`src/sv/bsf_pkg.sv`:
```
// Shared types, constants and node tables of the biquadratic shape function unit.
`timescale 1ns / 1ps

package bsf_pkg;

	localparam int FRAC_BITS  = 14;
	localparam int IN_W       = 16;
	localparam int OUT_W      = 16;
	localparam int NODE_W     = 4;
	localparam int FAC_W      = IN_W + 1;
	localparam int DER_W      = IN_W + 2;
	localparam int FPROD_W    = 2 * FAC_W;
	localparam int MUL_W      = FAC_W + DER_W;

	localparam logic [NODE_W-1:0] LAST_NODE = NODE_W'(8);

	// one-dimensional factor selectors: minus side, middle, plus side
	localparam logic [1:0] SEL_M = 2'd0;
	localparam logic [1:0] SEL_Z = 2'd1;
	localparam logic [1:0] SEL_P = 2'd2;

	// rounded factors and exact derivatives of one coordinate
	typedef struct packed {
		logic signed [FAC_W-1:0] fm;
		logic signed [FAC_W-1:0] fz;
		logic signed [FAC_W-1:0] fp;
		logic signed [DER_W-1:0] dm;
		logic signed [DER_W-1:0] dz;
		logic signed [DER_W-1:0] dp;
	} coord_fac_t;

	typedef struct packed {
		coord_fac_t c;
		coord_fac_t e;
	} point_fac_t;

	// operands of one node result on their way to the multipliers
	typedef struct packed {
		logic                    valid;
		logic [NODE_W-1:0]       node;
		logic                    last;
		logic signed [FAC_W-1:0] fa;
		logic signed [DER_W-1:0] da;
		logic signed [FAC_W-1:0] fb;
		logic signed [DER_W-1:0] db;
	} node_ops_t;

	function automatic logic [1:0] csi_sel(input logic [NODE_W-1:0] node);
		logic [1:0] s;
		unique case (node)
			4'd0, 4'd3, 4'd7: s = SEL_M;
			4'd4, 4'd6, 4'd8: s = SEL_Z;
			default:          s = SEL_P;
		endcase
		return s;
	endfunction

	function automatic logic [1:0] eta_sel(input logic [NODE_W-1:0] node);
		logic [1:0] s;
		unique case (node)
			4'd0, 4'd1, 4'd4: s = SEL_M;
			4'd5, 4'd7, 4'd8: s = SEL_Z;
			default:          s = SEL_P;
		endcase
		return s;
	endfunction

endpackage

```
`src/sv/bsf_node_math.sv`:
```
// Multiplies the selected factors of a node, then rounds and saturates the results.
`timescale 1ns / 1ps

module bsf_node_math (
	input  logic                           clk,
	input  logic                           arst_n,
	input  bsf_pkg::node_ops_t             ops,
	output logic                           strobe,
	output logic [bsf_pkg::NODE_W-1:0]     node,
	output logic signed [bsf_pkg::OUT_W-1:0] shape_value,
	output logic signed [bsf_pkg::OUT_W-1:0] deriv_csi,
	output logic signed [bsf_pkg::OUT_W-1:0] deriv_eta,
	output logic                           last
);
	import bsf_pkg::*;

	localparam logic signed [MUL_W:0] RND    = (MUL_W + 1)'(1) <<< (FRAC_BITS - 1);
	localparam logic signed [MUL_W:0] SAT_HI = (MUL_W + 1)'((1 <<< (OUT_W - 1)) - 1);
	localparam logic signed [MUL_W:0] SAT_LO = -((MUL_W + 1)'(1) <<< (OUT_W - 1));

	function automatic logic signed [OUT_W-1:0] round_sat(input logic signed [MUL_W-1:0] p);
		logic signed [MUL_W:0] s;
		logic signed [OUT_W-1:0] r;
		s = (MUL_W + 1)'(p) + RND;
		s = s >>> FRAC_BITS;
		priority if (s > SAT_HI) r = SAT_HI[OUT_W-1:0];
		else if (s < SAT_LO)     r = SAT_LO[OUT_W-1:0];
		else                     r = s[OUT_W-1:0];
		return r;
	endfunction

	logic                    v_s5;
	logic [NODE_W-1:0]       node_s5;
	logic                    last_s5;
	logic signed [MUL_W-1:0] pv_s5, pc_s5, pe_s5;

	logic                    v_s6;
	logic [NODE_W-1:0]       node_s6;
	logic                    last_s6;
	logic signed [OUT_W-1:0] val_s6, dc_s6, de_s6;

	always_ff @(posedge clk or negedge arst_n) begin
		if (!arst_n) begin
			v_s5 <= 1'b0;
			v_s6 <= 1'b0;
		end else begin
			v_s5 <= ops.valid;
			v_s6 <= v_s5;
		end
	end

	always_ff @(posedge clk) begin
		node_s5 <= ops.node;
		last_s5 <= ops.last;
		pv_s5   <= MUL_W'(ops.fa) * MUL_W'(ops.fb);
		pc_s5   <= MUL_W'(ops.da) * MUL_W'(ops.fb);
		pe_s5   <= MUL_W'(ops.fa) * MUL_W'(ops.db);
		node_s6 <= node_s5;
		last_s6 <= last_s5;
		val_s6  <= round_sat(pv_s5);
		dc_s6   <= round_sat(pc_s5);
		de_s6   <= round_sat(pe_s5);
	end

	assign strobe      = v_s6;
	assign node        = node_s6;
	assign last        = v_s6 && last_s6;
	assign shape_value = val_s6;
	assign deriv_csi   = dc_s6;
	assign deriv_eta   = de_s6;

endmodule

```
`config.mk`:
```
export PLATFORM = sky130hd
export DESIGN_NAME = bsf_node_math
export DESIGN_NICKNAME = d
export VERILOG_FILES = /design/src/sv/bsf_pkg.sv /design/src/sv/bsf_node_math.sv
export SDC_FILE = /design/constraint.sdc
export NUM_CORES = 2
export LEC_CHECK = 0
export ABC_CLOCK_PERIOD_IN_PS = 7200
export BUFFER_PORTS_ARGS = -buffer_cell sky130_fd_sc_hd__clkbuf_2
export CORE_MARGIN = 2
export CORE_UTILIZATION = 45
export CTS_CLUSTER_SIZE = 25
export DETAILED_ROUTE_END_ITERATION = 12
export GPL_TIMING_DRIVEN = 0
export PLACE_DENSITY = 0.71
export SYNTH_ARGS = -nofsm -noshare
export SYNTH_HDL_FRONTEND = slang
export SYNTH_SLANG_ARGS = --single-unit
```
`constraint.sdc`:
```
create_clock -name clk -period 7.2 [get_ports clk]
set_input_delay 1.08 -clock clk [delete_from_list [all_inputs] [get_ports clk]]
set_output_delay 1.08 -clock clk [all_outputs]
set_load 0.05 [all_outputs]
```
==> qor.csv <==
stage,metric,value,unit
logic_synthesis,Most used DFF post-synth,dfxtp_1,
logic_synthesis,top-count cell post-synth,inv_1,
final_layout,Multi-input gate area,29500,µm²
grt,maximum number of pins on one net before global-route repair,18,
routing,vias,26000,
grt,first-pass GRT wire length,154000,µm
floorplan,die area,82200,µm²
floorplan,num rows,103,
final_layout,share of post-route cells with drive strength above 1,0.0736,
logic_synthesis,sequential share of the synthesized area,0.0699,
worst_setup_path,Critical Path End Type,register,
routing,vias per cell,5.17,
logic_synthesis,Post-Synthesis Cells,3817,
clock_network,Clock Path Buffers,2,
floorplan,Die Span Y,287,µm
grt,initial antenna violation count,9,
status,status,"finished, final reports clean",
final_layout,synth-to-layout area growth,7.94,%
logic_synthesis,async set-reset flop share out of synthesis,0.0160,
worst_setup_path,r2r setup slk,4.18,ns
sta,Tcrit/Tclk final,0.977,
final_layout,Filler cells,7310,
sta,Hold Fails Final Rpt,0,
routing,DRC viols,0,
logic_synthesis,Post-synth EDFFs,0,
sta,worst slew pin tran,0.839,ns
sta,"Worst Setup Slack, final",0.163,ns
sta,fmax,142,MHz
sta,RSZ-0062 raised after global routing,no,
clock_network,H-tree depth,4,
final_layout,Non-Filler Instances,5023,
clock_network,CTS Hold Bufs,0,
clock_network,CTS buffer count,17,
logic_synthesis,Synth top area share,0.510,
worst_setup_path,WP data required,7.60,ns
routing,total length of routed wires,95300,µm
worst_setup_path,worst-path fanout max,10,
sta,Tmin final,7.04,ns
routing,Detail Route Antenna Nets,0,
worst_setup_path,Buf/Inv on CP,4,
logic_synthesis,post-synthesis cell type with the largest combined area,fa_1,
flow_run,Max Cap Viol,0,
worst_setup_path,crit path launch type,input pin,
placed_design,Port Buffer Count,122,
floorplan,DIE WIDTH,287,µm
worst_setup_path,Worst path most repeated cell,fa_1,
worst_setup_path,Worst Setup SP,ops[32],
logic_synthesis,ranking of synthesized cells by area,"fa_1, inv_1, ha_1, and2_1, dfxtp_1",
final_layout,nets,5199,
final_layout,Post-Layout Inst Area,38800,µm²
routing,1st-iter DRT viols,1703,
worst_setup_path,CP max stage cell,clkbuf_1,
worst_setup_path,Max stage delay on crit path,0.57,ns
worst_setup_path,reg2reg end,deriv_eta[13],
grt,vias in the first global route,28600,
logic_synthesis,Mapped Avg Cell Area,9.42,µm²
logic_synthesis,syn nets,5060,
logic_synthesis,Netlist cell types,58,
floorplan,Core ar.,79000,µm²
sta,Worst Skew,0.0108,ns
clock_network,Root Buffer,clkbuf_16,
worst_setup_path,crit path to,pv_s5[33],
clock_network,CTS tree,built,
floorplan,initial core utilization,0.455,
clock_network,clk sink count,125,
final_layout,final core utilization,0.491,
routing,wire per inst,19.0,µm
placed_design,worst slack at placement,-1.67,ns
routing,first drt pass iteration count,6,
logic_synthesis,synth warn,0,
placed_design,cell count after placement,4989,
grt,Total GRT Usage,0.246,
worst_setup_path,worst reg2reg path depth,10,
sta,Final Max Tran Viols,0,
placed_design,GPL Wtd Cong,0.959,
worst_hold_path,HP Class,reg2reg,
placed_design,dpl cell area,37900,µm²
logic_synthesis,mapped cell area,35900,µm²
final_layout,register area,2510,µm²
sta,Rel. slew slack,0.437,
grt,overflow left after global routing,0,
worst_setup_path,worst path cell trace,clkbuf_2 > clkbuf_1 > and2_1 > fa_1 > fa_1 > fa_1 > fa_1 > fa_1 > inv_1 > fa_1 > inv_1 > ha_1 > a21oi_1 > o21ai_1 > o21ai_2 > a221oi_4 > o21a_2 > a311o_1 > a31o_2 > a21oi_2 > xnor2_1,
worst_setup_path,critical path's top delay family,adder cells,
logic_synthesis,most frequent cells after synthesis,"inv_1, fa_1, and2_1",
clock_network,Skew-Pair Late Insertion Delay,0.47,ns
worst_setup_path,Levels on crit path,21,
worst_setup_path,FF-to-FF Start,pe_s5[18],
placed_design,DPL Wire Length,80200,µm
logic_synthesis,post-synthesis register bit count,125,
floorplan,I/O Pins,132,
worst_setup_path,Critical Path AT,7.43,ns
sta,count of final setup violators,0,
clock_network,Clock Pin Slew Worst Setup and Hold Paths,0.07,ns
worst_setup_path,worst setup path category,in2reg,
==> cells in the final DEF (no fill, tap or decap), drive strengths merged, types with 4 or more instances in the layout <==
master,n
xnor2,78
nor3,26
clkinv,5
and3,10
nand3,39
inv,931
nor2b,10
buf,24
dfxtp,123
and4,4
fa,915
o211ai,4
xor2,45
nor4,4
a31oi,6
ha,250
o31a,4
and2,451
a21o,8
o21bai,7
nand2b,12
o21ai,71
clkbuf,270
nand2,438
o21a,14
diode,4
a21oi,49
nand4,19
nor2,102
==> state kept, by name, indices dropped and copies added, names as in the netlist <==
name         cells
v_s5             1
node_s5          4
deriv_eta       16
pe_s5           22
shape_value     16
pv_s5           21
last_s6          1
last_s5          1
node             4
pc_s5           22
deriv_csi       16
strobe           1
==> through the flow <==
stage / setup TNS, ns / hold slack [ns]
2_1_floorplan: 0 / 0.310
3_3_place_gp: -28.09 / 0.310
3_5_place_dp: -30.92 / 0.313
4_1_cts: 0 / 0.329
5_1_grt: 0 / 0.334
6_report: 0 / 0.328
==> worst reg2reg max path: stages, from the launching register on <==
cell,delay (ns)
dfxtp_1,0.39
and3_1,0.23
and3_1,0.24
and4_1,0.29
nand4_1,0.18
nor2_1,0.23
mux2i_1,0.21
a21oi_1,0.08
a31oi_1,0.51
clkbuf_1,0.36
o21ai_0,0.16
==> worst min path at each step <==
stage,cells after the start,startpoint,endpoint,slack [ns]
after CTS,0,last_s5,last_s6,0.33
after global routing,0,last_s5,last_s6,0.33
after floorplan,0,last_s5,last_s6,0.31
after global placement,0,node_s5[3],node[3],0.31
after detailed placement,0,last_s5,last_s6,0.31
final,0,node_s5[0],node[0],0.33
==> layer usage <==
metal,wire length [µm],track usage,up-vias
li1,-,-,11400
met1,37200,0.312,13300
met2,46000,0.412,1035
met3,7540,0.0442,264
met4,4550,0.107,10
met5,54,0,-
==> timing repair <==
item,in CTS,in global routing
pin swaps,1,3
gates resized for setup,76,175
setup endpoints to repair,26,24
buffers inserted,0,1
gates cloned,0,0
==> layout make-up <==
class | instances | area share
Multi-Input combinational cell | 2609 | 0.760
Tap cell | 1050 | 0.0339
Inverter | 927 | 0.0897
Clock inverter | 14 | 0.00477
Timing Repair Buffer | 123 | 0.0160
Clock buffer | 18 | 0.0111
Antenna cell | 4 | 0.000258
Sequential cell | 125 | 0.0647
Buffer | 153 | 0.0197
==> kinds of logic (layout without fill, tap and decap cells) <==
logic type	count (synthesis)	in the layout	share of synthesized area
mux	2	2	0.000557
other cells	0	4	0
simple gates	1128	1128	0.157
buf+inv	1083	1235	0.113
compound gates	191	191	0.0326
fa+ha+maj	1165	1165	0.597
flops	125	125	0.0699
xor+xnor	123	123	0.0300
Power is not shown: default switching activity piles up to over one toggle a cycle in this logic, so the estimate is an artifact.
