[src/sv/bsf_pkg.sv]
// Shared types, constants and node tables of the biquadratic shape function unit.
`timescale 1ns / 1ps

package bsf_pkg;

	localparam int FRAC_BITS  = 14;
	localparam int IN_W       = 16;
	localparam int OUT_W      = 16;
	localparam int NODE_W     = 4;
	localparam int FAC_W      = IN_W + 1;
	localparam int DER_W      = IN_W + 2;
	localparam int FPROD_W    = 2 * FAC_W;
	localparam int MUL_W      = FAC_W + DER_W;

	localparam logic [NODE_W-1:0] LAST_NODE = NODE_W'(8);

	// one-dimensional factor selectors: minus side, middle, plus side
	localparam logic [1:0] SEL_M = 2'd0;
	localparam logic [1:0] SEL_Z = 2'd1;
	localparam logic [1:0] SEL_P = 2'd2;

	// rounded factors and exact derivatives of one coordinate
	typedef struct packed {
		logic signed [FAC_W-1:0] fm;
		logic signed [FAC_W-1:0] fz;
		logic signed [FAC_W-1:0] fp;
		logic signed [DER_W-1:0] dm;
		logic signed [DER_W-1:0] dz;
		logic signed [DER_W-1:0] dp;
	} coord_fac_t;

	typedef struct packed {
		coord_fac_t c;
		coord_fac_t e;
	} point_fac_t;

	// operands of one node result on their way to the multipliers
	typedef struct packed {
		logic                    valid;
		logic [NODE_W-1:0]       node;
		logic                    last;
		logic signed [FAC_W-1:0] fa;
		logic signed [DER_W-1:0] da;
		logic signed [FAC_W-1:0] fb;
		logic signed [DER_W-1:0] db;
	} node_ops_t;

	function automatic logic [1:0] csi_sel(input logic [NODE_W-1:0] node);
		logic [1:0] s;
		unique case (node)
			4'd0, 4'd3, 4'd7: s = SEL_M;
			4'd4, 4'd6, 4'd8: s = SEL_Z;
			default:          s = SEL_P;
		endcase
		return s;
	endfunction

	function automatic logic [1:0] eta_sel(input logic [NODE_W-1:0] node);
		logic [1:0] s;
		unique case (node)
			4'd0, 4'd1, 4'd4: s = SEL_M;
			4'd5, 4'd7, 4'd8: s = SEL_Z;
			default:          s = SEL_P;
		endcase
		return s;
	endfunction

endpackage

[src/sv/bsf_factor_pipe.sv]
// Three-stage pipeline that forms the quadratic Lagrange factors of both coordinates.
`timescale 1ns / 1ps

module bsf_factor_pipe (
	input  logic                         clk,
	input  logic                         arst_n,
	input  logic                         in_valid,
	input  logic signed [bsf_pkg::IN_W-1:0] csi,
	input  logic signed [bsf_pkg::IN_W-1:0] eta,
	output logic                         in_ready,
	output logic                         out_valid,
	output bsf_pkg::point_fac_t          out_fac,
	input  logic                         out_ready
);
	import bsf_pkg::*;

	localparam logic signed [FAC_W-1:0]   ONE_F  = FAC_W'(1) <<< FRAC_BITS;
	localparam logic signed [DER_W-1:0]   HALF_D = DER_W'(1) <<< (FRAC_BITS - 1);
	localparam logic signed [FPROD_W:0]   RND_H  = (FPROD_W + 1)'(1) <<< FRAC_BITS;
	localparam logic signed [FPROD_W:0]   RND_F  = (FPROD_W + 1)'(1) <<< (FRAC_BITS - 1);

	typedef struct packed {
		logic signed [FAC_W-1:0] x;
		logic signed [FAC_W-1:0] xm;
		logic signed [FAC_W-1:0] xp;
		logic signed [FAC_W-1:0] om;
	} sums_t;

	typedef struct packed {
		logic signed [FAC_W-1:0]   x;
		logic signed [FPROD_W-1:0] pm;
		logic signed [FPROD_W-1:0] pz;
		logic signed [FPROD_W-1:0] pp;
	} prods_t;

	function automatic sums_t form_sums(input logic signed [IN_W-1:0] v);
		sums_t r;
		r.x  = FAC_W'(v);
		r.xm = r.x - ONE_F;
		r.xp = r.x + ONE_F;
		r.om = ONE_F - r.x;
		return r;
	endfunction

	function automatic prods_t form_prods(input sums_t s);
		prods_t r;
		r.x  = s.x;
		r.pm = FPROD_W'(s.x) * FPROD_W'(s.xm);
		r.pz = FPROD_W'(s.om) * FPROD_W'(s.xp);
		r.pp = FPROD_W'(s.x) * FPROD_W'(s.xp);
		return r;
	endfunction

	function automatic coord_fac_t form_factors(input prods_t p);
		coord_fac_t            r;
		logic signed [FPROD_W:0] sm;
		logic signed [FPROD_W:0] sz;
		logic signed [FPROD_W:0] sp;
		logic signed [DER_W-1:0] xd;
		sm   = (FPROD_W + 1)'(p.pm) + RND_H;
		sz   = (FPROD_W + 1)'(p.pz) + RND_F;
		sp   = (FPROD_W + 1)'(p.pp) + RND_H;
		sm   = sm >>> (FRAC_BITS + 1);
		sz   = sz >>> FRAC_BITS;
		sp   = sp >>> (FRAC_BITS + 1);
		r.fm = sm[FAC_W-1:0];
		r.fz = sz[FAC_W-1:0];
		r.fp = sp[FAC_W-1:0];
		xd   = DER_W'(p.x);
		r.dm = xd - HALF_D;
		r.dz = DER_W'(0) - (xd <<< 1);
		r.dp = xd + HALF_D;
		return r;
	endfunction

	logic   v_s1, v_s2, v_s3;
	logic   en_s1, en_s2, en_s3;
	sums_t  c_s1, e_s1;
	prods_t c_s2, e_s2;
	point_fac_t fac_s3;

	// a stage takes new data when it is empty or its contents move on
	assign en_s3    = !v_s3 || out_ready;
	assign en_s2    = !v_s2 || en_s3;
	assign en_s1    = !v_s1 || en_s2;
	assign in_ready = en_s1;

	always_ff @(posedge clk or negedge arst_n) begin
		if (!arst_n) begin
			v_s1 <= 1'b0;
			v_s2 <= 1'b0;
			v_s3 <= 1'b0;
		end else begin
			if (en_s1) v_s1 <= in_valid;
			if (en_s2) v_s2 <= v_s1;
			if (en_s3) v_s3 <= v_s2;
		end
	end

	always_ff @(posedge clk) begin
		if (en_s1) begin
			c_s1 <= form_sums(csi);
			e_s1 <= form_sums(eta);
		end
		if (en_s2) begin
			c_s2 <= form_prods(c_s1);
			e_s2 <= form_prods(e_s1);
		end
		if (en_s3) begin
			fac_s3.c <= form_factors(c_s2);
			fac_s3.e <= form_factors(e_s2);
		end
	end

	assign out_valid = v_s3;
	assign out_fac   = fac_s3;

endmodule

[config.mk]
export PLATFORM = sky130hd
export DESIGN_NAME = bsf_factor_pipe
export DESIGN_NICKNAME = d
export VERILOG_FILES = /design/src/sv/bsf_pkg.sv /design/src/sv/bsf_factor_pipe.sv
export SDC_FILE = /design/constraint.sdc
export NUM_CORES = 2
export LEC_CHECK = 0
export BUFFER_PORTS_ARGS = -buffer_cell sky130_fd_sc_hd__buf_2
export CORE_MARGIN = 3
export CORE_UTILIZATION = 59
export CTS_BUF_LIST = sky130_fd_sc_hd__clkbuf_8 sky130_fd_sc_hd__clkbuf_16
export DETAILED_ROUTE_END_ITERATION = 8
export GPL_TIMING_DRIVEN = 0
export PLACE_DENSITY_LB_ADDON = 0.3
export SKIP_LAST_GASP = 1
export SLEW_MARGIN = 10
export SYNTH_ARGS = -nofsm -noshare
export SYNTH_HDL_FRONTEND = slang
export SYNTH_SLANG_ARGS = --single-unit
[constraint.sdc]
create_clock -name clk -period 12.9 [get_ports clk]
set_input_delay 1.935 -clock clk [delete_from_list [all_inputs] [get_ports clk]]
set_output_delay 1.935 -clock clk [all_outputs]
set_load 0.01 [all_outputs]
==> reports/results.tsv <==
stage	metric	value	unit
outcome	outcome	finished clean	
placement	finalWeightedCongestion	0.979	
synthesis	synth_warnings	0	
die	die_y	328	um
worst_setup_path	worst_path_max_delay_cell	clkbuf_1	
worst_setup_path	cp-start-kind	flip-flop	
timing	rsz0062_at_grt	false	
worst_hold_path	holdCritPathClass	flip-flop to flip-flop	
global_routing	grt_antenna_before_repair	8	
global_routing	grt_usage	29.6	%
timing	fin_tns_setup	0	ns
cts	ctsHtreeMaxLevel	2	
drt	num_vias	41137	
drt	first_pass_iters	5	
die	start_util	59.7	%
worst_setup_path	path_class	flip-flop to flip-flop	
synthesis	synth_seq_area_share	19.1	%
finish	fillers	8202	
synthesis	synthArstFlopShare	0.771	%
worst_hold_path	holdPathStages	0	
die	rows	117	
placement	dpl.cell_count	7519	
synthesis	netlist_area	61000	um^2
worst_setup_path	path_max_fanout	10	
placement	io_buffer_count	245	
cts	cts_resized	0	
timing	drv_slew	0	
finish	seq_area	11700	um^2
timing	finalSetupViolCount	0	
drt	drc	0	
cts	insertion_delay	0.62	ns
synthesis	synth-edff-count	386	
drt	routed_via_density	5.41	
global_routing	grt_pass1_wl	242000	um
cts	hold_buffers	0	
synthesis	synth-seq-cells	389	
run	maxCapViolations	0	
drt	wl_per_cell	19.8	um
worst_setup_path	r2r_cells	23	
synthesis	synth-main-ff-cell	edfxtp_1	
cts	cts_buffers	44	
finish	fin_nets	7913	
cts	cts-root-buf	clkbuf_16	
cts	cts.clk_slew.worst_paths	0.06	ns
worst_setup_path	worstPathCellList	clkbuf_1 > clkbuf_1 > nand2_1 > fa_1 > inv_1 > fa_1 > inv_1 > fa_1 > fa_1 > inv_1 > fa_1 > inv_1 > fa_1 > inv_1 > ha_1 > and4_1 > nand2_1 > a21oi_1 > o21ai_0 > a21oi_1 > nor3_1 > o31ai_1 > xnor2_1	
synthesis	synth.avg_cell_area	10.4	um^2
worst_setup_path	cp.required	13.26	ns
timing	fmax	123	MHz
worst_setup_path	crit_buf_inv	7	
die	core_area	102000	um^2
finish	layout_common_cells	1660 x inv_1, 1294 x fa_1, 525 x nand2_1, 424 x and2_1	
cts	clockBufferDepth	3	
drt	routed_wl	151000	um
finish	multi_input_area	42300	um^2
drt	detail-route-antenna-nets	0	
finish	layout_commonest_cell	inv_1	
worst_setup_path	crit_arrival	8.50	ns
cts	post_cts.repair.setup_buffers	0	
die	die_x	328	um
die	dieArea	107000	um^2
global_routing	first_global_vias	43999	
worst_setup_path	crit_family	adder cells	
global_routing	grt_max_degree	62	
cts	cts_sinks	389	
worst_setup_path	cpMostUsedCell	fa_1	
drt	drt_iter0_markers	3324	
synthesis	synth_cell_types	67	
timing	worst_slew_pin_slew	1.06	ns
timing	max_slew_margin	29.4	%
finish	drive_above_1_share	6.32	%
placement	place_hpwl	126000	um
timing	finalCriticalPeriod	8.14	ns
cts	cts_tree	yes	
finish	stdcell_count	7609	
die	boundaryPins	248	
timing	finalHoldViolCount	0	
timing	skew	0.0311	ns
worst_setup_path	critPathCaptureType	flip-flop	
worst_setup_path	max_stage_delay	0.71	ns
worst_setup_path	crit_cells	23	
synthesis	syn_inst	5887	
global_routing	overflow	0	
finish	area_growth_syn_to_layout	7.84	%
timing	period_share	63.1	%
synthesized netlist by cell type (3+ instances only):
| cell | n | area [um^2] |
|---|---|---|
| nor3b_1 | 4 | 30.0 |
| a211oi_1 | 13 | 97.6 |
| o22ai_1 | 4 | 25.0 |
| nand4_1 | 31 | 194 |
| or4_1 | 6 | 45.0 |
| o2111ai_1 | 3 | 26.3 |
| and4_1 | 4 | 35.0 |
| nand4b_1 | 3 | 26.3 |
| nand2b_1 | 27 | 169 |
| nor4_1 | 20 | 125 |
| inv_1 | 1652 | 6200 |
| buf_4 | 36 | 270 |
| o21ai_0 | 34 | 170 |
| xor2_1 | 91 | 797 |
| dfrtp_1 | 3 | 75.1 |
| and3_1 | 44 | 275 |
| ha_1 | 386 | 4830 |
| nor2_1 | 151 | 567 |
| o31ai_1 | 3 | 22.5 |
| fa_1 | 1294 | 25900 |
| edfxtp_1 | 386 | 11600 |
| o21bai_1 | 10 | 75.1 |
| clkbuf_1 | 160 | 601 |
| a21oi_1 | 71 | 355 |
| nand3_1 | 60 | 300 |
| a21o_1 | 30 | 225 |
| nand3b_1 | 7 | 52.6 |
| nor3_1 | 28 | 140 |
| nor2b_1 | 14 | 87.6 |
| o311ai_0 | 3 | 26.3 |
| or3_1 | 11 | 68.8 |
| o21a_1 | 16 | 120 |
| and2_1 | 424 | 2650 |
| a31oi_1 | 9 | 56.3 |
| a21boi_0 | 8 | 60.1 |
| nand2_1 | 525 | 1970 |
| xnor2_1 | 259 | 2270 |
| o211ai_1 | 5 | 37.5 |
| or2_2 | 10 | 62.6 |
| buf_1 | 4 | 15.0 |
| a2111o_1 | 3 | 33.8 |
cell families (layout without fill, tap and decap cells):
family | after synthesis | in the layout | synth area share (%)
compound gates | 238 | 238 | 2.63
mux | 1 | 1 | 0.0164
buf+inv | 1854 | 2196 | 11.6
xor+xnor | 350 | 350 | 5.02
fa+ha+maj | 1680 | 1680 | 50.4
simple gates | 1374 | 1374 | 11.2
other cells | 1 | 13 | 0.00614
flops | 389 | 389 | 19.1
worst reg2reg max path: cells and delay by family (launching register included):
family / cells / cell delay [ns]
adders and majority gates: 7 / 3.40
DFF: 1 / 0.56
and+or+nand+nor: 4 / 0.58
AOI/OAI and AO/OA: 4 / 1.52
buffers and inverters: 7 / 1.71
xor gates and xnor gates: 1 / 0.10
path summary, 6_finish.rpt:
check	start	end	slack (ns)
max in group asynchronous	arst_n	v_s2	11.68
worst min-delay path	e_s1[63]	e_s2[114]	0.45
worst min register to register	e_s1[63]	e_s2[114]	0.45
min in group asynchronous	arst_n	v_s1	1.11
worst max register to register	c_s1[55]	c_s2[31]	4.76
worst max-delay path	c_s1[55]	c_s2[31]	4.76
registers in the layout (all words and copies together), names as in the netlist:
register,cells
v_s1,1
out_valid,1
out_fac,174
e_s2,69
c_s2,69
e_s1,37
c_s1,37
v_s2,1
layout make-up:
cell class                      instances  area share [%]
Clock buffer                           46            1.75
Inverter                             1652            9.42
Multi-Input combinational cell       3645            64.2
Timing Repair Buffer                  263            2.30
Sequential cell                       389            17.7
Tap cell                             1368            2.60
Clock inverter                         33           0.557
Buffer                                202            1.36
Antenna cell                           11          0.0418
through the flow:
stage	hold WS (ns)	utilization (%)	cell area, um^2	worst slack (ns)
floorplan	0.424	-	61000	6.20
global placement	0.433	62.6	64000	3.65
detailed placement	0.438	62.9	64300	5.02
CTS	0.460	64.4	65800	5.02
global route	0.466	64.4	65800	4.52
finish	0.454	64.4	65800	4.76
routing by layer:
layer  global-route usage (%)  vias up  part of all wire [%]
li1                         -    17949                     -
met1                     42.5    21029                    41
met2                     45.8     1867                    45
met3                     7.27      288                    11
met4                     7.48        4                   2.6
met5                        0        -                 0.019
Power is not shown: default switching activity piles up to over one toggle a cycle in this logic, so the estimate is an artifact.
