==> src/sv/bsf_pkg.sv <==
// Shared types, constants and node tables of the biquadratic shape function unit.
`timescale 1ns / 1ps

package bsf_pkg;

	localparam int FRAC_BITS  = 14;
	localparam int IN_W       = 16;
	localparam int OUT_W      = 16;
	localparam int NODE_W     = 4;
	localparam int FAC_W      = IN_W + 1;
	localparam int DER_W      = IN_W + 2;
	localparam int FPROD_W    = 2 * FAC_W;
	localparam int MUL_W      = FAC_W + DER_W;

	localparam logic [NODE_W-1:0] LAST_NODE = NODE_W'(8);

	// one-dimensional factor selectors: minus side, middle, plus side
	localparam logic [1:0] SEL_M = 2'd0;
	localparam logic [1:0] SEL_Z = 2'd1;
	localparam logic [1:0] SEL_P = 2'd2;

	// rounded factors and exact derivatives of one coordinate
	typedef struct packed {
		logic signed [FAC_W-1:0] fm;
		logic signed [FAC_W-1:0] fz;
		logic signed [FAC_W-1:0] fp;
		logic signed [DER_W-1:0] dm;
		logic signed [DER_W-1:0] dz;
		logic signed [DER_W-1:0] dp;
	} coord_fac_t;

	typedef struct packed {
		coord_fac_t c;
		coord_fac_t e;
	} point_fac_t;

	// operands of one node result on their way to the multipliers
	typedef struct packed {
		logic                    valid;
		logic [NODE_W-1:0]       node;
		logic                    last;
		logic signed [FAC_W-1:0] fa;
		logic signed [DER_W-1:0] da;
		logic signed [FAC_W-1:0] fb;
		logic signed [DER_W-1:0] db;
	} node_ops_t;

	function automatic logic [1:0] csi_sel(input logic [NODE_W-1:0] node);
		logic [1:0] s;
		unique case (node)
			4'd0, 4'd3, 4'd7: s = SEL_M;
			4'd4, 4'd6, 4'd8: s = SEL_Z;
			default:          s = SEL_P;
		endcase
		return s;
	endfunction

	function automatic logic [1:0] eta_sel(input logic [NODE_W-1:0] node);
		logic [1:0] s;
		unique case (node)
			4'd0, 4'd1, 4'd4: s = SEL_M;
			4'd5, 4'd7, 4'd8: s = SEL_Z;
			default:          s = SEL_P;
		endcase
		return s;
	endfunction

endpackage

==> src/sv/bsf_node_seq.sv <==
// Holds one point's factors and steps through the nine nodes, one per cycle.
`timescale 1ns / 1ps

module bsf_node_seq (
	input  logic                clk,
	input  logic                arst_n,
	input  logic                fac_valid,
	input  bsf_pkg::point_fac_t fac,
	output logic                fac_ready,
	output bsf_pkg::node_ops_t  ops
);
	import bsf_pkg::*;

	function automatic logic signed [FAC_W-1:0] pick_f(input coord_fac_t cf,
			input logic [1:0] s);
		logic signed [FAC_W-1:0] r;
		unique case (s)
			SEL_M:   r = cf.fm;
			SEL_Z:   r = cf.fz;
			default: r = cf.fp;
		endcase
		return r;
	endfunction

	function automatic logic signed [DER_W-1:0] pick_d(input coord_fac_t cf,
			input logic [1:0] s);
		logic signed [DER_W-1:0] r;
		unique case (s)
			SEL_M:   r = cf.dm;
			SEL_Z:   r = cf.dz;
			default: r = cf.dp;
		endcase
		return r;
	endfunction

	point_fac_t              hold_q;
	logic                    hold_v_q;
	logic [NODE_W-1:0]       cnt_q;
	logic                    at_last;
	logic                    load;
	logic [1:0]              sa, sb;
	logic                    v_s4;
	logic [NODE_W-1:0]       node_s4;
	logic                    last_s4;
	logic signed [FAC_W-1:0] fa_s4, fb_s4;
	logic signed [DER_W-1:0] da_s4, db_s4;

	assign at_last   = (cnt_q == LAST_NODE);
	assign load      = fac_valid && (!hold_v_q || at_last);
	assign fac_ready = !hold_v_q || at_last;
	assign sa        = csi_sel(cnt_q);
	assign sb        = eta_sel(cnt_q);

	always_ff @(posedge clk or negedge arst_n) begin
		if (!arst_n) begin
			hold_v_q <= 1'b0;
			cnt_q    <= '0;
			v_s4     <= 1'b0;
		end else begin
			v_s4 <= hold_v_q;
			if (load) begin
				hold_v_q <= 1'b1;
				cnt_q    <= '0;
			end else if (hold_v_q) begin
				if (at_last) begin
					hold_v_q <= 1'b0;
					cnt_q    <= '0;
				end else begin
					cnt_q <= cnt_q + NODE_W'(1);
				end
			end
		end
	end

	always_ff @(posedge clk) begin
		if (load) hold_q <= fac;
		node_s4 <= cnt_q;
		last_s4 <= at_last;
		fa_s4   <= pick_f(hold_q.c, sa);
		da_s4   <= pick_d(hold_q.c, sa);
		fb_s4   <= pick_f(hold_q.e, sb);
		db_s4   <= pick_d(hold_q.e, sb);
	end

	// field order of node_ops_t
	assign ops = {v_s4, node_s4, last_s4, fa_s4, da_s4, fb_s4, db_s4};

endmodule

==> config.mk <==
export PLATFORM = sky130hd
export DESIGN_NAME = bsf_node_seq
export DESIGN_NICKNAME = d
export VERILOG_FILES = /design/src/sv/bsf_pkg.sv /design/src/sv/bsf_node_seq.sv
export SDC_FILE = /design/constraint.sdc
export NUM_CORES = 1
export LEC_CHECK = 0
export BUFFER_PORTS_ARGS = -buffer_cell sky130_fd_sc_hd__buf_4
export CAP_MARGIN = 15
export CORE_UTILIZATION = 27
export DETAILED_ROUTE_END_ITERATION = 8
export SLEW_MARGIN = 20
export SYNTH_ARGS = -nofsm -noshare
export SYNTH_HDL_FRONTEND = slang
export SYNTH_SLANG_ARGS = --single-unit
==> constraint.sdc <==
create_clock -name clk -period 8.1 [get_ports clk]
set_input_delay 1.62 -clock clk [delete_from_list [all_inputs] [get_ports clk]]
set_output_delay 1.62 -clock clk [all_outputs]
set_load 0.01 [all_outputs]
==> results, run 1 <==
- The flow ran to the end, and the final reports show no timing, DRC or antenna violations.
- Using the TritonRoute via totals, the vias-per-cell ratio works out to roughly 4.3.
- The xor and xnor fraction of the mapped netlist area is less than 1%.
- The number of buffers and inverters on the critical path is 2.
- In this run the worst path has a maximum fanout of 8.
- The part of the power in combinational logic is 30.0%.
- The slew at the pin with the worst max-slew slack is 1.01 ns.
- The dominant combinational cell family by area after synthesis is compound AO/OA/AOI/OAI gates.
- The dominant cell type by area after synthesis is edfxtp_1.
- No sink is reached through more buffers than the 3 on the longest clock path.
- The share of total power in the clock network is 27.8%.
- The overall power is 0.00518 W.
- Of the cells placed in the final design, the portion with a size suffix greater than 1 is roughly 43%.
- In this run the number of H-tree levels came out at 1.
- For this run, the number of Yosys warnings is 0.
- The area of all placed cells without fillers is approximately 13000 um2.
- The CTS clock-pin slew for the worst setup and hold paths is around 0.060 ns.
- The clock arrives with approximately 0.010 ns of skew.
- The tree is rooted in a clkbuf_16.
- The buffers inserted during post-CTS setup optimization is 0.
- STA classifies the critical path endpoint as an output port.
- The number of setup violations in the final report is 0.
- The number of slew-limit violations in the final report is 0.
- In the synthesized netlist the dominant register cell turns out to be edfxtp_1.
- The synthesized netlist devotes 5.28% of its cell area to simple gates.
- At the end of the flow, the number of nets in the layout was a little over 1000.
- The total iterations of the first detailed-routing run is 4.
- Walking the worst path, the cells encountered are inv_1, ha_1, nand3b_2, nand2_1, buf_4.
- Setup total negative slack on the finished layout was measured at 0 ns.
- The die is approximately 190 um wide.
- Counting tap cells, the placed design contains a total of approximately 1200 instances.
- From synthesis to final layout, the design area changed by 39.6%.
- Buffers placed on the I/O ports in this run total between 200 and 300.
- The compound-gate portion of the synthesized area is about 8.8%.
- The initial core utilization is 27.5%.
- At the placement stage, the worst setup path has a slack of between 4 and 5 ns.
- The most frequent cell after synthesis is edfxtp_1.
- The initial DRC count is around 260.
- The critical path data arrival time is 2.04 ns.
- Gates resized during post-CTS repair numbered 0.
- The largest stage delay on the critical path is roughly 0.45 ns.
- In this run the cell area measured after placement is around 12000 um2.
- The area of the core region is 34600 um2.
- The static leakage power is between 5 and 6 nW.
- Averaged over all synthesized cells, the footprint is about 19 um2.
- In the final routing, the length of wire on met1 measures roughly 8700 um.
- The number of global-route vias before repair is a little under 6000.
- Setup repair after global routing left no endpoint under its margin.
- The I/O pin count is 290.
- Wire segments on met3 add up to 1820 um in the final route.
- The weighted congestion at the end of routability-driven global placement is 0.725.
- IR analysis of the VDD net gives a maximum drop of around 210 uV.
- The family of cells with the greatest summed delay on the critical path is flip-flops.
- After synthesis, the cell types taking the most area are edfxtp_1, dfxtp_1, a221o_1, and3_1, dfrtp_1.
- TritonCTS built the clock tree.
- The hold violation total from the final report was 0.
- The later-pin clock latency in the skew report is ~0.56 ns.
- The clock sink count is about 290.
- The HPWL after detailed placement is between 10000 and 15000 um.
- The area share of the leading cell type in the synthesized netlist is between 60% and 70%.
- The internal power is between 0.003 and 0.004 W.
- The routed design could run at a clock period as short as approximately 3.7 ns.
- The number of enable-type register cells in the synthesized netlist is between 200 and 250.
- The cell count after synthesis came out at about 500.
- The number of vias after detailed routing is roughly 5500.
- The first global-routing pass estimated around 33000 um of wire.
- After Yosys synthesis, full adders, half adders and majority gates account for 0.526% of the synthesized area.
- The sequential cell area fraction in the yosys report is 83.6%.
- The net switching component of the power is ~0.0015 W.
- Dividing total power by cell area gives a power density of around 390 nW/um2.
- The classification of the worst setup path is flip-flop to output port.
- At the worst endpoint, the required time is 6.48 ns.
- After detailed routing, the average wire length per cell comes to approximately 18 um.
- The share of flip-flops with an asynchronous set or reset is about 2%.
- The count of different cell masters after synthesis is 31.
- The synthesized area is 9520 um2.
- The count of cells in the finished layout, fillers not included, comes to about 1300.
- The final-layout fill cell count is around 3200.
- The net count of the mapped netlist is 716.
- After layout, the worst setup slack is around 4.4 ns.
- The final routed wirelength across all metal layers is about 23000 um.
- The number of hold buffers added after CTS was 0.
- In the finished design, the share of the clock period the worst path needs comes to 45.2%.
- The relative slew slack is 32.9%.
- The portion of netlist area occupied by mux cells is less than 1%.
- The number of diodes is 0.
- Once detail routing completed, the nets flagged for antenna violations numbered 0.
- The type of the worst min-delay path is flip-flop to flip-flop.
- The switching share of power is approximately 30%.
- The combined global-route utilization of all metal layers is roughly an eighth.
- The row count is 68.
- The uppermost layer routed is met4.
- The floorplan die height is 190 um.
- The total DRC errors in the routed layout is 0.
- Global routing finished with a remaining overflow of 0.
- The die footprint is approximately 36000 um2.
- The portion of total power attributed to sequential cells is a little over two fifths.
- Among all stages on the critical path, the largest delay is contributed by dfrtp_1.
- The count of state elements after synthesis is slightly below 300.
- Based on the critical path, the design can be clocked at up to approximately 270 MHz.
- In the synthesized netlist, the cells that appear most often are edfxtp_1, dfxtp_1, a221o_1, and3_1.
- The sum of met2 wire segment lengths after detailed routing is approximately 11000 um.
- Counting the buffers created by CTS gives 31.
- The initial antenna violation count was 0.
- Entering global routing, the biggest net connects 181 pins.
- The element type at the critical path start is a flip-flop.
- The number of maximum-capacitance constraint violations is 0.
==> cell families (layout without fill, tap and decap cells) <==
logic type      after synthesis  after routing
compound gates               87             87
xor+xnor                      1              1
fa+ha+maj                     4              4
buf+inv                      33            356
flops                       291            291
mux                           1              1
simple gates                 82             82
==> per-stage QoR <==
step / hold slack (ns) / utilization, %
finish: 0.465 / 38.4
CTS: 0.465 / 38.4
floorplan: 0.342 / -
global placement: 0.449 / 35.3
detailed placement: 0.455 / 35.3
global route: 0.477 / 38.4
==> flip-flops by register name, indices dropped and copies added (netlist names) <==
signal	flops
da_s4	18
fa_s4	17
v_s4	1
db_s4	18
last_s4	1
cnt_q	4
fb_s4	17
node_s4	4
hold_v_q	1
hold_q	210
==> path summary, 6_finish.rpt <==
path,startpoint,end,slack [ns],depth (start not counted)
worst min-delay path,hold_q[175],fa_s4[16],0.47,1
worst min register to register,hold_q[175],fa_s4[16],0.47,1
min in group asynchronous,arst_n,cnt_q[1],0.86,1
worst max register to register,cnt_q[0],hold_q[154],5.00,6
max in group asynchronous,arst_n,hold_v_q,7.13,1
worst max-delay path,cnt_q[0],fac_ready,4.44,5
==> cell type report <==
| class | instances | area, um2 | share of cell area, % |
|---|---|---|---|
| clock buffer | 42 | 880 | 6.62 |
| inverter | 4 | 15.0 | 0.113 |
| sequential | 291 | 7960 | 59.9 |
| multi-input combinational | 175 | 1450 | 10.9 |
| tap | 455 | 569 | 4.29 |
| timing repair buffer | 296 | 2250 | 16.9 |
| clock inverter | 14 | 166 | 1.25 |
==> layout by cell type, fill, tap and decap left out, types with 2 or more instances in the layout <==
cell,netlist,layout
clkbuf_16,0,33
nand3_1,2,2
o21ai_2,2,2
a221o_1,70,70
inv_1,4,4
o21ai_0,3,3
o21ba_2,2,2
dfxtp_1,75,75
a21o_1,2,2
nand2_1,4,4
clkinv_2,0,4
buf_4,3,294
clkbuf_1,13,7
clkbuf_8,0,2
edfxtp_1,210,210
dfrtp_1,6,6
buf_12,0,2
clkinv_1,0,5
ha_1,4,4
bufinv_16,0,4
and3_1,70,70
a21oi_4,0,2
==> layer usage <==
| metal | up-vias | global-route usage, % |
|---|---|---|
| met1 | 2652 | 14.0 |
| met4 | 0 | 5.55 |
| met2 | 212 | 21.0 |
| met5 | - | 0 |
| met3 | 53 | 4.17 |
| li1 | 2617 | - |
==> power groups by stage <==
stage               Clock [W]  Sequential [W]  Combinational (W)
CTS                   0.00149         0.00219            0.00160
global placement            0         0.00222            0.00155
floorplan                   0         0.00233           0.000774
detailed placement          0         0.00222            0.00159
global route          0.00155         0.00223            0.00169
finish                0.00144         0.00219            0.00155
(Power assumes the default switching activity.)
==> run 2: changes to the inputs <==
==> constraint.sdc (replaced) <==
create_clock -name clk -period 3.2 [get_ports clk]
set_input_delay 0.64 -clock clk [delete_from_list [all_inputs] [get_ports clk]]
set_output_delay 0.64 -clock clk [all_outputs]
set_load 0.01 [all_outputs]
==> run 2 against run 1 <==
- worst hold slack worse by 0.22 ns
- sequential share of layout area is 0.61 points lower
- sequential cell count stayed put
- critical path type unchanged
- largest cell class unchanged
- largest power group unchanged
==> results, run 2 (synthesized netlist as in run 1, its figures left out) <==
- The number of slew-limit violations in the final report is 0 (unchanged).
- The classification of the worst setup path is flip-flop to output port (unchanged).
- The I/O pin count was 290 (unchanged).
- The CTS root buffer is clkbuf_16 (unchanged).
- The part of the power in combinational logic is 30.1% (was 30.0%).
- The power per cell area is 992 nW/um2 (was 390 nW/um2).
- The layout overhead on the synthesized area is 41.0% (was 39.6%).
- The initial antenna violation count is 0 (unchanged).
- The pin count of the biggest net entering global routing is 88 (was 181).
- The CTS clock-pin slew for the worst setup and hold paths is 0.06 ns (about the same).
- The weighted congestion at the end of routability-driven global placement is 0.733 (was 0.725).
- The number of diodes is 0 (unchanged).
- The area of placed instances came to 12300 um2 (was 12200 um2).
- The largest stage delay on the critical path is 0.45 ns (about the same).
- The cell depth of the worst min-delay path came to 1 (unchanged).
- The family of cells with the greatest summed delay on the critical path is flip-flops (unchanged).
- The internal power is 0.00940 W (was 0.00365 W).
- The count of nets left with antenna violations after detail routing came to 0 (unchanged).
- The startpoint of the lowest-slack register-to-register path is cnt_q[0] (unchanged).
- The number of flip-flops in the largest register is 210 (unchanged).
- The type of the worst min-delay path is input port to flip-flop (was flip-flop to flip-flop).
- The initial core utilization was 27.5% (unchanged).
- The post-layout minimum cycle time is approximately 2.7 ns.
- The combined global-route utilization of all metal layers is 12.1% (was 12.3%).
- Top library cells by usage in the layout, fill and taps aside: buf_4, edfxtp_1, dfxtp_1, and3_1, a221o_1 (unchanged).
- The sequential cell area was 7960 um2 (unchanged).
- The buffers inserted during post-CTS setup optimization came to 0 (unchanged).
- Dividing the final minimum period by the clock period gives roughly 84%.
- The uppermost layer routed is met4 (unchanged).
- The combined buffer and inverter count along the critical path is 2 (unchanged).
- Result of the run: completed (unchanged).
- The first-pass GRT wire length is 33000 um (was 33400 um).
- The number of cells in the finished layout apart from fillers was 1287 (was 1277).
- The number of buffers added by the clock tree synthesis step was 31 (unchanged).
- The global-route congestion overflow total is 0 (unchanged).
- The cell count after placement is 1228 (was 1221).
- The half-perimeter wire length after placement is 14700 um (was 14300 um).
- The slew at the pin with the worst max-slew slack came to 0.834 ns (was 1.01 ns).
- Leading registers by flop count: hold_q (210), da_s4 (18), db_s4 (18) (unchanged).
- The fraction of layout cells with a size suffix above 1 came to 43.4% (was 42.7%).
- The total iterations of the first detailed-routing run is 4 (unchanged).
- The worst IR drop on VDD is 494 uV (was 207 uV).
- The aggregate negative setup slack is 0 ns (unchanged).
- The count of H-tree levels built during CTS is 1 (unchanged).
- The critical hold path startpoint is fac[93] (was hold_q[175]).
- The relative slew slack is 44.4% (was 32.9%).
- The number of global-route vias before repair is 5577 (was 5767).
- The terminating pin of the worst hold path is hold_q[93] (was fa_s4[16]).
- The net total in the final layout is 1024 (was 1016).
- The number of gates given a new drive strength after cts is 0 (unchanged).
- The total DRC errors in the routed layout is 0 (unchanged).
- The library cell contributing the largest single delay on the critical path was dfrtp_1 (unchanged).
- The CTS tree is done (unchanged).
- The number of setup violations in the final report is 0 (unchanged).
- The static leakage power is 5.40 nW (was 5.33 nW).
- The switching share of power came to 29.3% (was 29.6%).
- The clock sink count is 291 (unchanged).
- The wire length per cell after detailed routing is 17.4 um (was 17.6 um).
- The hold violation total from the final report is 0 (unchanged).
- The later-pin clock latency in the skew report is 0.56 ns (about the same).
- The area of all placed cells without fillers was 13400 um2 (was 13300 um2).
- Critical-path cell list: inv_1, ha_1, nand3b_2, nand2_1, buf_4 (unchanged).
- The via count normalized by instance count came to 4.32 (was 4.33).
- The net switching component of the power was 0.00390 W (was 0.00153 W).
- The register-to-register setup slack is 0.75 ns (was 5.00 ns).
- The floorplan die height was 190 um (unchanged).
- The commonest non-fill, non-tap cell in the layout is buf_4 (unchanged).
- The number of vias after detailed routing is 5563 (was 5534).
- The endpoint required time on the critical path is 2.56 ns (was 6.48 ns).
- The register name with the most flops was hold_q (unchanged).
- The routed metal-1 wirelength is 8760 um (was 8690 um).
- The largest clock skew in the final design is 0.0124 ns (was 0.0104 ns).
- The final routed wirelength across all metal layers is 22400 um (was 22500 um).
- The area of the core region is 34600 um2 (unchanged).
- The kind of capture point of the worst setup path was an output port (unchanged).
- The die footprint is 36000 um2 (unchanged).
- The number of maximum-capacitance constraint violations is 0 (unchanged).
- The path depth of the worst reg2reg path came to 6 (unchanged).
- The combined area of the multi-input logic cells is 1450 um2 (unchanged).
- The critical path data arrival time is 2.03 ns (was 2.04 ns).
- The timing-limited maximum frequency is about 370 MHz.
- The element type at the critical path start is a flip-flop (unchanged).
- The number of buffers inserted by port buffering is 289 (unchanged).
- Unrepaired setup endpoints after global routing: no (unchanged).
- The end of the worst register-to-register path is hold_q[37] (was hold_q[154]).
- The share of total power in the clock network came to 28.5% (was 27.8%).
- The final-layout fill cell count was 3201 (was 3210).
- The initial DRC count is 262 (was 259).
- The highest fanout seen on the critical path was 8 (unchanged).
- The row count is 68 (unchanged).
- The x dimension of the die is 190 um (unchanged).
- The routed length on met3 was 1920 um (was 1820 um).
- The maximum clock path buffer count is 3 (unchanged).
- The portion of total power attributed to sequential cells is 41.5% (was 42.2%).
- The sum of met2 wire segment lengths after detailed routing is 11200 um (was 11000 um).
## run 2: cell count changes in the layout (fill, tap and decap cells not counted), sizes merged
| cell | before | now |
|---|---|---|
| clkinv | 9 | 10 |
| bufinv | 4 | 6 |
| dlygate4sd3 | 0 | 1 |
| inv | 4 | 6 |
| clkbuf | 42 | 40 |
| buf | 296 | 303 |
| clkinvlp | 1 | 0 |
## run 2: worst max-delay path by stage
stage | startpoint | depth (start not counted) | endpoint | slack [ns]
3_3_place_gp | cnt_q[0] | 6 | hold_q[104] | 0.78
4_1_cts | cnt_q[0] | 5 | fac_ready | 0.46
5_1_grt | cnt_q[0] | 5 | fac_ready | 0.36
2_1_floorplan | cnt_q[0] | 5 | hold_q[0] | 0.14
6_report | cnt_q[0] | 5 | fac_ready | 0.53
3_5_place_dp | cnt_q[0] | 6 | hold_q[50] | 0.72
## run 2: per-layer routing
metal / GRT usage [%] / vias to the layer above
met5: 0 / -
met4: 3.57 / 0
met3: 4.17 / 44
met2: 20.9 / 196
met1: 14.1 / 2688
li1: - / 2635
## run 2: area by class of cell
cell class,count,share of cell area (%)
flip-flops and latches,291,59.3
clock buffers,40,6.26
repair buffers,304,17.5
well taps,455,4.24
clock inverters,18,1.85
multi-input cells,175,10.8
inverters,4,0.112
## run 2: metrics by stage
step / hold WS [ns] / power [W] / worst slack, ns / util [%]
floorplan: 0.342 / 0.00775 / 0.135 / -
global placement: 0.450 / 0.00958 / 0.779 / 35.5
detailed placement: 0.456 / 0.00971 / 0.721 / 35.6
CTS: 0.202 / 0.0136 / 0.459 / 38.8
global route: 0.205 / 0.0140 / 0.364 / 38.8
finish: 0.244 / 0.0133 / 0.526 / 38.8
## run 2: repair_timing
action / in CTS / in global routing
hold buffers: 1 / 0
endpoints found under the hold margin: 6 / 0
endpoints found under the setup margin: 0 / 0
## run 2: power groups by stage
stage          combinational, W  clock [W]  sequential, W
5_1_grt                 0.00434    0.00404        0.00562
4_1_cts                 0.00411    0.00392        0.00553
3_5_place_dp            0.00410          0        0.00561
2_1_floorplan           0.00196          0        0.00579
3_3_place_gp            0.00399          0        0.00559
6_report                0.00400    0.00379        0.00552
